File: config.mk
export PLATFORM = sky130hd
export DESIGN_NAME = mt_out_stage
export DESIGN_NICKNAME = d
export VERILOG_FILES = /design/src/design/mt_pkg.sv /design/src/design/mt_out_stage.sv
export SDC_FILE = /design/constraint.sdc
export NUM_CORES = 1
export LEC_CHECK = 0
export BUFFER_PORTS_ARGS = -buffer_cell sky130_fd_sc_hd__buf_2
export CORE_UTILIZATION = 47
export CTS_CLUSTER_SIZE = 24
export DETAILED_ROUTE_END_ITERATION = 6
export GPL_ROUTABILITY_DRIVEN = 0
export PLACE_DENSITY = 0.79
export SYNTH_ARGS = -nofsm -noshare
export SYNTH_HDL_FRONTEND = slang
export SYNTH_SLANG_ARGS = --single-unit
export TNS_END_PERCENT = 1
File: constraint.sdc
create_clock -name clk -period 1.92 [get_ports clk]
set_input_delay 0.288 -clock clk [delete_from_list [all_inputs] [get_ports clk]]
set_output_delay 0.288 -clock clk [all_outputs]
set_load 0.01 [all_outputs]
File: src/design/mt_pkg.sv
`default_nettype none
// ----------------------------------------------------------------------------
// mt_pkg
// Constants and word functions shared by the MT19937 generator files.
// ----------------------------------------------------------------------------
package mt_pkg;

  localparam int unsigned STATE_WORDS  = 624;
  localparam int unsigned TWIST_OFFSET = 397;
  localparam int unsigned ADDR_W       = 10;

  typedef logic [31:0]       word_t;
  typedef logic [ADDR_W-1:0] addr_t;

  localparam addr_t LAST_WORD     = addr_t'(STATE_WORDS - 1);
  localparam addr_t FULL_INDEX    = addr_t'(STATE_WORDS);
  localparam addr_t UNSEEDED_MARK = addr_t'(STATE_WORDS + 1);
  localparam addr_t WRAP_POINT    = addr_t'(STATE_WORDS - TWIST_OFFSET);
  localparam addr_t FAR_STEP      = addr_t'(TWIST_OFFSET);
  localparam addr_t WARMUP_LAST   = addr_t'(50);

  localparam word_t LCG_MUL      = 32'd69069;
  localparam word_t TWIST_MATRIX = 32'h9908b0df;
  localparam word_t HIGH_BIT     = 32'h80000000;
  localparam word_t LOW_BITS     = 32'h7fffffff;
  localparam word_t TEMPER_B     = 32'h9d2c5680;
  localparam word_t TEMPER_C     = 32'hefc60000;

  // One twist step: top bit of a, low bits of b, folded into the far word
  function automatic word_t mix_word(input word_t a, input word_t b, input word_t far);
    word_t y;
    word_t r;
    y = (a & HIGH_BIT) | (b & LOW_BITS);
    r = far ^ (y >> 1);
    if (y[0]) begin
      r = r ^ TWIST_MATRIX;
    end
    return r;
  endfunction

  // Output tempering
  function automatic word_t temper(input word_t w);
    word_t y;
    y = w;
    y = y ^ (y >> 11);
    y = y ^ ((y << 7) & TEMPER_B);
    y = y ^ ((y << 15) & TEMPER_C);
    y = y ^ (y >> 18);
    return y;
  endfunction

endpackage
`default_nettype wire

File: src/design/mt_out_stage.sv
`default_nettype none
// ----------------------------------------------------------------------------
// mt_out_stage
// Tempers a raw state word and holds it in the output register until the
// downstream side takes the transfer.
// ----------------------------------------------------------------------------
module mt_out_stage
  import mt_pkg::*;
(
  input  wire   clk,
  input  wire   rst,
  input  wire   load,
  input  word_t raw_word,
  output logic  can_load,
  output logic  out_valid,
  input  wire   out_stall,
  output word_t random_word
);

  // Register is free when empty or being drained this cycle
  assign can_load = !out_valid || !out_stall;

  // Valid flag
  always_ff @(posedge clk) begin
    if (rst) begin
      out_valid <= 1'b0;
    end else if (load && can_load) begin
      out_valid <= 1'b1;
    end else if (!out_stall) begin
      out_valid <= 1'b0;
    end
  end

  // Payload
  always_ff @(posedge clk) begin
    if (load && can_load) begin
      random_word <= temper(raw_word);
    end
  end

endmodule
`default_nettype wire

==> results summary, run 1 <==
The netlist area before placement came out at ~0.0016 sq mm. Of the available clock period, the critical path in the final layout requires 0.644. The switching power summed over all nets came out at around 0.0005 W. The first TritonRoute pass finished after 3 iterations. After routing, the total negative slack on setup checks comes to 0 ps.

The worst setup slack for register-to-register paths came out at 700 ps. The run finished with clean final reports. After synthesis, the largest family of logic cells by area is XOR/XNOR gates. Counting along the longest clock path gives a buffer depth of 2. The number of standard-cell rows in the floorplan came out at 20. The worst-skew pair later-pin latency is 320 ps. The synthesis-to-layout area growth is 28.2%. The critical-path maximum fanout is 4. The clock slew seen by the registers of the worst setup and hold paths came out at 90 ps.

The worst hold path was traced through 2 stages. Across all layers, the routed design uses 970 vias. The share of synthesized area spent on multiplexers is 0.

The final number of hold-violating endpoints is 0. The number of inserted filler cells in the final layout came out at roughly 250. The compound-cell area share of the yosys netlist is 0.00309. The category of the worst setup path capture point is a register. Across the run, the number of max-cap violations was 0. Traced cell by cell, the critical path runs through buf_2 -> xnor2_2 -> xnor3_1 -> xnor2_1. The share of total power in the clock network came out at 0.194. The most common cell after layout, fill and taps aside is buf_2. The post-place instance area is 0.00203 sq mm. The type of the worst setup path is in2reg.

The remaining max-slew budget at the tightest pin came out at 0.737. The total of buffers placed on input and output ports is between 60 and 70. In this run the number of H-tree levels came out at 2. The diode insertion count for antenna repair came out at 0.

In the layout the commonest cells are 69 x buf_2, 32 x xnor2_1, 32 x edfxtp_1, 16 x xor2_1. The net switching share of the total power came out at 0.265. The clock tree from TritonCTS is done. The part of the power in registers came out at 0.525. The area enclosed by the die boundary is between 0.003 and 0.004 sq mm. The launch instance of the worst min-delay path is rst.

The share of total power dissipated in combinational logic is 0.281. The final layout contains approximately 210 nets. The total routing resource utilization after global routing is 0.167. The tree is rooted in a clkbuf_4. The endpoint identified for the worst register-to-register timing path is random_word[7].

Before CTS, the worst setup slack after placement is 330 ps. The number of global-route vias before repair is 953. Entering global routing, the biggest net connects 33 pins. The arrival time of the worst setup path came out at about 1300 ps.

The post-synthesis share of cell area spent on full adders, half adders and majority gates came out at 0. Across the routed clock network, the largest skew measured is around 6.1 ps. The fmax came out at between 0.8 and 0.9 GHz. The net count after synthesis is about 130.

For this run the aggregate overflow at the end of global routing stands at 0. Averaged over all synthesized cells, the footprint is around 17 sq um. The area share of xor/xnor cells in the synthesized design came out at 0.383. STA classifies the critical path startpoint as a primary input. The per-cell via count in the routed design came out at approximately 4.5.

Dividing total power by cell area gives a power density of approximately 880 mW/mm^2. The final-report max-slew violation count came out at 0. The worst hold path terminates at out_valid. Of the total synthesized cell area, the portion taken by AND, OR, NAND and NOR gates is 0.00849. The final antenna-violating net count came out at 0. For the pin with the worst max-slew slack, the measured transition is a little under 400 ps. The share of synthesized area occupied by flip-flops and latches is 0.605. By area the synthesized netlist is led by edfxtp_1 59%, xnor2_1 17%, xor2_1 8.6%. The clock period minus final worst setup slack came out at 1240 ps. The total chip power is between 0.0015 and 0.002 W. The cell type contributing the most total cell area after synthesis is edfxtp_1. Setup violations remaining at the end of the flow were counted as 0. The synthesized netlist contains 12 unique library cells.

The post-DP HPWL came out at ~2100 microns. The number of violations reported at the end of detailed-routing iteration 0 came out at 8. Once layout is done, the placed cells without fillers occupy about 0.0021 sq mm. The number of clock sinks seen by CTS came out at 33.

The hold-fix buffer count after cts came out at 0. The area share of the leading cell type in the synthesized netlist came out at 0.593. Setup slack on the critical path of the routed design comes to 683 ps. After clock tree synthesis, the setup repair step added 0 buffers. For this design, the slowest cell found on the critical path is xnor3_1.

The min-delay analysis places its worst path in the category in2reg. Of the cells placed in the final design, the portion with a size suffix greater than 1 is 0.457. The origin of the critical flop-to-flop path is out_valid. The TritonCTS buffer count is 5. The maximum resistive drop on vdd is 0.000502 V. The die height came out at a little over 60 microns. The critical path required time is 1980 ps. The region available for standard cell placement spans between 0.003 and 0.004 sq mm. The internal power of the cells totals around 0.0014 W.

The final routed DRC violation total is 0. The final routed wirelength across all metal layers is approximately 2600 microns. After synthesis the netlist holds a flip-flop and latch count of 33. From left edge to right edge, the die measures ~60 microns. The boundary pin count came out at 70.

The post-detailed-route wirelength per cell is 12.1 microns. The largest stage delay on the critical path is just under 500 ps. The number of antenna violations at the first check in global routing came out at 0. The initial cell density of the core came out at 0.514. The first global-routing pass estimated between 4000 and 5000 microns of wire. The number of resized instances in the post-cts repair step is 0. Setup repair after global routing left no endpoint under its margin.

The leakage power is approximately 0.88 nW. The count of synthesis-stage warnings from yosys came out at 0. The count of cells along the worst register-to-register path is 3. The post-synthesis cell count came out at 95.
==> state kept, by name (all words and copies together), names as in the netlist <==
signal and flops:
out_valid 1, random_word 32
==> power groups by stage <==
stage	Combinational, W	Clock, W	Sequential, W
2_1_floorplan	0.000273	0	0.00104
5_1_grt	0.000569	0.000398	0.000978
3_5_place_dp	0.000524	0	0.000983
4_1_cts	0.000526	0.000364	0.000967
3_3_place_gp	0.000509	0	0.000981
6_report	0.000517	0.000356	0.000965
==> metrics by stage <==
| step | hold slack [ps] | std cells | util |
|---|---|---|---|
| 2_1_floorplan | 360 | 95 | - |
| 3_3_place_gp | 446 | 209 | 0.644 |
| 3_5_place_dp | 457 | 209 | 0.644 |
| 4_1_cts | 115 | 217 | 0.659 |
| 5_1_grt | 106 | 217 | 0.659 |
| 6_report | 124 | 217 | 0.659 |
==> kinds of logic after synthesis <==
| family | after synthesis |
|---|---|
| AOI/OAI and AO/OA | 1 |
| and+or+nand+nor | 3 |
| DFF | 33 |
| xor gates and xnor gates | 58 |
==> worst max-delay path by stage <==
| stage | startpoint | endpoint | slack (ps) | cells after the start |
|---|---|---|---|---|
| after floorplan | out_valid | random_word[0] | 250 | 2 |
| after global placement | raw_word[22] | random_word[0] | 360 | 4 |
| after detailed placement | raw_word[22] | random_word[0] | 330 | 4 |
| after CTS | raw_word[22] | random_word[0] | 680 | 4 |
| after global routing | out_valid | random_word[25] | 580 | 3 |
| final | raw_word[22] | random_word[0] | 680 | 4 |
==> worst max-delay path: cells and delay by family <==
| family | cells | cell delay [ps] |
|---|---|---|
| buffers and inverters | 1 | 110 |
| XOR/XNOR | 3 | 910 |
==> cell type report <==
cell class,count,area [sq um],area share
sequential,33,981,0.472
timing repair buffer,70,353,0.170
clock buffer,8,48.8,0.0235
tap,44,55.1,0.0265
multi-input combinational,62,641,0.308
==> metal layers <==
layer,routed length [microns],GRT usage,vias up
li1,-,-,478
met1,972,0.188,454
met2,1480,0.297,33
met3,128,0.0426,5
met4,49,0.0779,0
met5,0,0,-
==> Yosys cell counts (all sizes together) <==
library cell  count
a21oi             1
and2              1
dfxtp             1
edfxtp           32
nand2             1
nor2              1
xnor2            35
xnor3             5
xor2             17
xor3              1
No activity file was read; power rests on OpenSTA's default activity.
==> inputs of run 2 (changes only) <==
==> constraint.sdc (replaced) <==
create_clock -name clk -period 1.2 [get_ports clk]
set_input_delay 0.18 -clock clk [delete_from_list [all_inputs] [get_ports clk]]
set_output_delay 0.18 -clock clk [all_outputs]
set_load 0.01 [all_outputs]
==> run 2 against run 1 <==
Effect of this change:
- clock-buffer cell count shrank 2
- first-iteration DRC count grew to 4.6 times the previous value
- critical path depth shrank 2
- core utilization grew 6.3 points
- power grew 67%
==> results summary, run 2 (synthesis results as in run 1) <==
Routed signal wires occupy layers up through met4. The diode insertion count for antenna repair was 0 (unchanged). The number of global-route vias before repair is 1009 (+5.9%). The critical path is of the reg2out type. The x dimension of the die is 60.7 microns (unchanged).

The worst-skew pair later-pin latency came out at 330 ps (about the same). The global-route wire length before repair came out at 4570 microns (+6.9%). The number of resized instances in the post-cts repair step is 0 (unchanged). The share of cells above drive strength 1 came out at 0.533 (+0.0763). The remaining max-slew budget at the tightest pin is 0.780 (+0.0425). The setup violation total in the final timing report is 0 (unchanged). The critical-path maximum fanout was 3 (-1). The arrival time of the worst setup path is 900 ps (-400 ps).

The total of buffers placed on input and output ports is 69 (unchanged). The synthesis-to-layout area growth came out at 40.5%. The post-detailed-route wirelength per cell came to 12.2 microns (+0.77%). The initial cell density of the core came out at 0.514 (unchanged). The area enclosed by the die boundary came out at 0.00369 sq mm (unchanged). The number of levels the H-tree was split into came out at 2 (unchanged). The worst-case hold slack is 86.3 ps (-37.7 ps). The final number of hold-violating endpoints came out at 0 (unchanged). The run finished with clean final reports.

The max-capacitance violation count came out at 0 (unchanged). The ratio of total power to cell area is 1350 mW/mm^2 (+53%). The share of the clock period used by the worst path came out at 0.896.

The final antenna-violating net count came out at 0 (unchanged). The total number of vias is 1066 (+9.9%). The number of inserted filler cells in the final layout is 216 (-15%). STA classifies the critical path startpoint as a register. The per-cell via count in the routed design came out at 4.42 (-1.0%). The top cell types in the final layout, fill and taps aside, are 69 x buf_2, 32 x xnor2_1, 32 x edfxtp_1, 23 x buf_4, 16 x xor2_1. The clock slew seen by the registers of the worst setup and hold paths came out at 90 ps (about the same).

The maximum resistive drop on vdd came out at 0.000598 V (+19%). The TritonCTS buffer count came out at 5 (unchanged). The actual transition at the worst max-transition pin came to 329 ps (-62.5 ps). The number of clock sinks seen by CTS is 33 (unchanged).

The hold-fix buffer count after cts is 1 (+1). The met2 wire length is 1560 microns (+5.8%). The largest registers in the layout are random_word x32, out_valid x1. The number of antenna violations at the first check in global routing is 0 (unchanged). The area inside the core boundary is 0.00315 sq mm (unchanged).

The fmax is about 0.93 GHz. The most common cell after layout, fill and taps aside is buf_2. The number of violations reported at the end of detailed-routing iteration 0 came out at 37 (+29). The final layout net count was 232 (+12%). The first-pass iteration count of the detailed router was 4 (+1).

The final global-route overflow total came out at 0 (unchanged). Setup repair after global routing left no endpoint under its margin. The worst setup path is captured at a primary output. The final-report max-slew violation count came out at 0 (unchanged). The largest register by flop count is random_word. The final routed wirelength across all metal layers came to 2940 microns (+12%). The post-DP HPWL came out at 2320 microns (+11%). The boundary pin count is 70 (unchanged).

The number of standard-cell rows in the floorplan is 20 (unchanged). The largest net degree at the start of global routing is 33 (unchanged). Clock tree synthesis selected as its root buffer the cell clkbuf_4. The critical path required time came to 1020 ps (-960 ps). TritonCTS built the clock tree.

The met3 wire length is 188 microns (+47%). The die height is 60.7 microns (unchanged). The type of the most critical hold path is in2reg.

The leakage power is 1.01 nW (+14%). The final routed DRC violation total came out at 0 (unchanged). The final clock skew was 9.46 ps (+3.37 ps). The number of setup buffers added after CTS was 0 (unchanged). The flip-flop count of the largest register after layout is 32 (unchanged). The wire length on met1 came out at 1090 microns (+12%). The total chip power is 0.00308 W (+67%). The total routing resource utilization after global routing came out at 0.181 (+0.0140). The largest buffer count on any clock path is 2 (unchanged). The clock period minus final worst setup slack came out at ~1100 ps.
## run 2: cell types whose count changed in the layout (fill, tap and decap cells not counted), sizes merged
cell,before,now
buf,70,93
clkbuf,8,6
clkinv,0,2
dlygate4sd3,0,1
## run 2: routing by layer
| layer | GRT usage | up-vias |
|---|---|---|
| met5 | 0 | - |
| met2 | 0.295 | 47 |
| met4 | 0.120 | 0 |
| li1 | - | 525 |
| met1 | 0.198 | 485 |
| met3 | 0.0661 | 9 |
## run 2: worst paths after layout
check,from,cells after the start,slack (ps),endpoint
worst max register to register,out_valid,3,140,random_word[18]
worst min register to register,out_valid,2,530,out_valid
worst min-delay path,load,3,90,out_valid
worst max-delay path,out_valid,2,120,can_load
## run 2: worst max-delay path: stages, from the launching register on
cell     delay, ps
dfxtp_1        360
nand2_1         80
buf_2          140
## run 2: final cells by class
type,instances,area [sq um],area share
multi-input combinational,62,643,0.282
sequential,33,981,0.431
timing repair buffer,94,548,0.241
clock buffer,6,41.3,0.0181
tap,44,55.1,0.0242
clock inverter,2,10.0,0.00439
## run 2: through the flow
stage | cell area [sq um] | setup slack (ps) | std cells | utilization | setup TNS (ps)
4_1_cts | 2280 | 111 | 241 | 0.723 | 0
6_report | 2280 | 125 | 241 | 0.723 | 0
2_1_floorplan | 1620 | -31.1 | 95 | - | -66.2
5_1_grt | 2280 | 41.3 | 241 | 0.723 | 0
3_3_place_gp | 2220 | -162 | 232 | 0.703 | -1070
3_5_place_dp | 2220 | -232 | 232 | 0.703 | -1740
## run 2: power by group
group | total, W | internal, W | switching, W
clock network | 0.000591 | 0.000223 | 0.000368
logic | 0.000943 | 0.000511 | 0.000432
registers | 0.00154 | 0.00151 | 0.0000350
total | 0.00308 | 0.00224 | 0.000836
==> inputs of run 3 (changes only) <==
--- a/config.mk
+++ b/config.mk
@@ -6,11 +6,14 @@
 export NUM_CORES = 1
 export LEC_CHECK = 0
 export BUFFER_PORTS_ARGS = -buffer_cell sky130_fd_sc_hd__buf_2
-export CORE_UTILIZATION = 47
+export CELL_PAD_IN_SITES_DETAIL_PLACEMENT = 1
+export CELL_PAD_IN_SITES_GLOBAL_PLACEMENT = 1
+export CORE_MARGIN = 5
+export CORE_UTILIZATION = 37
 export CTS_CLUSTER_SIZE = 24
 export DETAILED_ROUTE_END_ITERATION = 6
 export GPL_ROUTABILITY_DRIVEN = 0
-export PLACE_DENSITY = 0.79
+export PLACE_DENSITY_LB_ADDON = 0.1
 export SYNTH_ARGS = -nofsm -noshare
 export SYNTH_HDL_FRONTEND = slang
 export SYNTH_SLANG_ARGS = --single-unit
==> run 3 against run 2 <==
Effect of this change:
- register-to-register slack about the same
- highest routed layer unchanged
- cell area increased by 0.11%
- core utilization fell by 19 points
- clock power grew 30%
- combinational power barely moved
- largest power group unchanged
- final cell count is 1.2% higher
- first-iteration DRC count increased by 51%
- maximum frequency is 5.3% lower
==> results summary, run 3 (synthesis results as in run 1) <==
The share of the clock period used by the worst path was 0.946 (+0.0502). The pre-CTS setup slack is -234 ps (-2.04 ps). The number of clock sinks seen by CTS came to 33 (unchanged). The final clock skew is 8.44 ps (-1.01 ps). In this run the worst hold path is classified as in2reg. The critical-path maximum fanout was 3 (unchanged). The hold-fix buffer count after cts came to 0 (-1). The global-route wire length before repair is 5720 microns (+25%). The clock slew seen by the registers of the worst setup and hold paths came out at 60 ps (-30 ps). The largest registers in the layout are random_word x32, out_valid x1. The final antenna-violating net count is 0 (unchanged). Traced cell by cell, the critical path runs through buf_2 -> xnor2_2 -> xor3_1 -> xnor2_1. The diode insertion count for antenna repair came out at 0 (unchanged). STA classifies the critical path endpoint as a register. The actual transition at the worst max-transition pin came out at 344 ps (+15.1 ps). In the layout the commonest cells are 69 x buf_2, 32 x xnor2_1, 32 x edfxtp_1, 20 x buf_4, 16 x xor2_1.

The post-detailed-route wirelength per cell is 14.5 microns (+19%). The fmax is 0.881 GHz (-5.3%). The area inside the core boundary is 0.00429 sq mm (+36%). The final routed wirelength across all metal layers came out at 3530 microns (+20%). The number of levels the H-tree was split into is 2 (unchanged). The setup slack after layout is 64.4 ps (-60.2 ps). The final layout net count is 228 (-1.7%). The final number of hold-violating endpoints came out at 0 (unchanged). Setup repair after global routing left no endpoint under its margin.

The total number of vias came out at 1063 (-0.28%). The final routed DRC violation total is 0 (unchanged). The largest register by flop count is random_word.

The per-cell via count in the routed design came to 4.36 (-1.5%). The TritonCTS buffer count came out at 5 (unchanged). The maximum resistive drop on vdd was 0.000680 V (+14%). The number of inserted filler cells in the final layout came out at 457 (+110%).

The die height is 76.2 microns (+25%). The combinational cell fraction of total power is 0.288 (-0.018). TritonCTS built the clock tree. The number of standard cells in the final layout excluding fillers came out at 244 (+1.2%). The final global-route overflow total is 0 (unchanged). The net switching share of the total power was 0.263 (-0.00822). The number of resized instances in the post-cts repair step came out at 0 (unchanged). The ratio of total power to cell area is 1430 mW/mm^2 (+6.0%). The flip-flop count of the largest register after layout is 32 (unchanged). The arrival time of the worst setup path was 1160 ps (+260 ps). The number of setup buffers added after CTS is 0 (unchanged).

The run finished with clean final reports. The remaining max-slew budget at the tightest pin is 0.769 (-0.0101). The switching power summed over all nets was 0.000860 W (+2.9%). The number of buffer and inverter instances along the worst setup path came to 1 (unchanged). The cell chosen for the clock root is clkbuf_8. The area enclosed by the die boundary was 0.00581 sq mm (+57%). The largest individual stage delay along the critical path comes from the cell xor3_1. The part of the power in registers is 0.476 (-0.026). The largest buffer count on any clock path is 2 (unchanged). The synthesis-to-layout area growth came out at 40.7%.

The post-DP HPWL came out at 2840 microns (+22%). The first-pass iteration count of the detailed router came to 2 (-2). The number of violations reported at the end of detailed-routing iteration 0 is 56 (+51%). The number of global-route vias before repair is 1178 (+17%).

The setup violation total in the final timing report was 0 (unchanged). The clock period minus final worst setup slack is 1140 ps (+60.2 ps). The most common cell after layout, fill and taps aside is buf_2. The total placed cells including tap cells came out at 237 (+2.2%). The largest net degree at the start of global routing came out at 33 (unchanged).

Among cell families on the critical path, the largest total delay comes from XOR/XNOR gates. The element type at the critical path start is a primary input. The max-capacitance violation count is 0 (unchanged).

The total chip power is 0.00327 W (+6.1%). The final-report max-slew violation count came out at 0 (unchanged). The number of standard-cell rows in the floorplan is 24 (+20%). The share of total power in the clock network is 0.236 (+0.044).

The share of cells above drive strength 1 came out at 0.521 (-0.0122). The critical path is of the in2reg type. The number of antenna violations at the first check in global routing is 0 (unchanged). The x dimension of the die is 76.2 microns (+25%). The worst-skew pair later-pin latency was 280 ps (-50 ps). The critical path required time is 1220 ps (+200 ps). The largest stage delay on the critical path came out at 410 ps (+50 ps). The boundary pin count is 70 (unchanged). The cell internal power dissipation came out at 0.00241 W (+7.3%).

The total routing resource utilization after global routing came out at 0.126 (-0.0549). The leakage power came out at 0.999 nW (-1.2%). The initial cell density of the core is 0.378 (-0.137). The total of buffers placed on input and output ports came out at 69 (unchanged).
==> run 3: changes by cell type in the layout (fill, tap and decap cells not counted) <==
cell / change
clkbuf_4: -5
dlygate4sd3_1: -1
clkinv_1: +1
clkinv_2: -2
clkbuf_8: +5
buf_4: -3
==> run 3: path summary, 6_finish.rpt <==
path                     from               to  slack, ps  cells after the start
setup / recovery  raw_word[7]   random_word[4]         60                      4
hold / removal            rst        out_valid         60                      2
setup reg to reg    out_valid  random_word[27]        140                      3
hold reg to reg     out_valid        out_valid        510                      2
==> run 3: area by class of cell <==
cell class | instances | area (sq um) | area share
sequential | 33 | 981 | 0.430
clock buffer | 6 | 72.6 | 0.0318
clock inverter | 1 | 3.75 | 0.00165
tap | 52 | 65.1 | 0.0285
timing repair buffer | 90 | 515 | 0.226
multi-input combinational | 62 | 643 | 0.282
==> run 3: metrics by stage <==
stage	utilization	area [sq um]	setup TNS [ps]	hold slack, ps
2_1_floorplan	-	1620	-66.2	252
3_3_place_gp	0.513	2200	-1090	338
3_5_place_dp	0.513	2200	-1730	347
4_1_cts	0.531	2280	0	47.7
5_1_grt	0.531	2280	0	42.6
6_report	0.531	2280	0	61.9
==> run 3: power groups by stage <==
stage / clock network, W / registers [W] / logic, W
floorplan: 0 / 0.00167 / 0.000439
global placement: 0 / 0.00157 / 0.000928
detailed placement: 0 / 0.00158 / 0.000959
CTS: 0.000811 / 0.00156 / 0.000962
global route: 0.000864 / 0.00157 / 0.00102
finish: 0.000770 / 0.00156 / 0.000940
==> run 3: metal layers <==
layer / share of wire / GRT usage
met5: 0 / 0
met4: 0.010 / 0.0367
met3: 0.076 / 0.0532
met2: 0.53 / 0.223
met1: 0.39 / 0.137
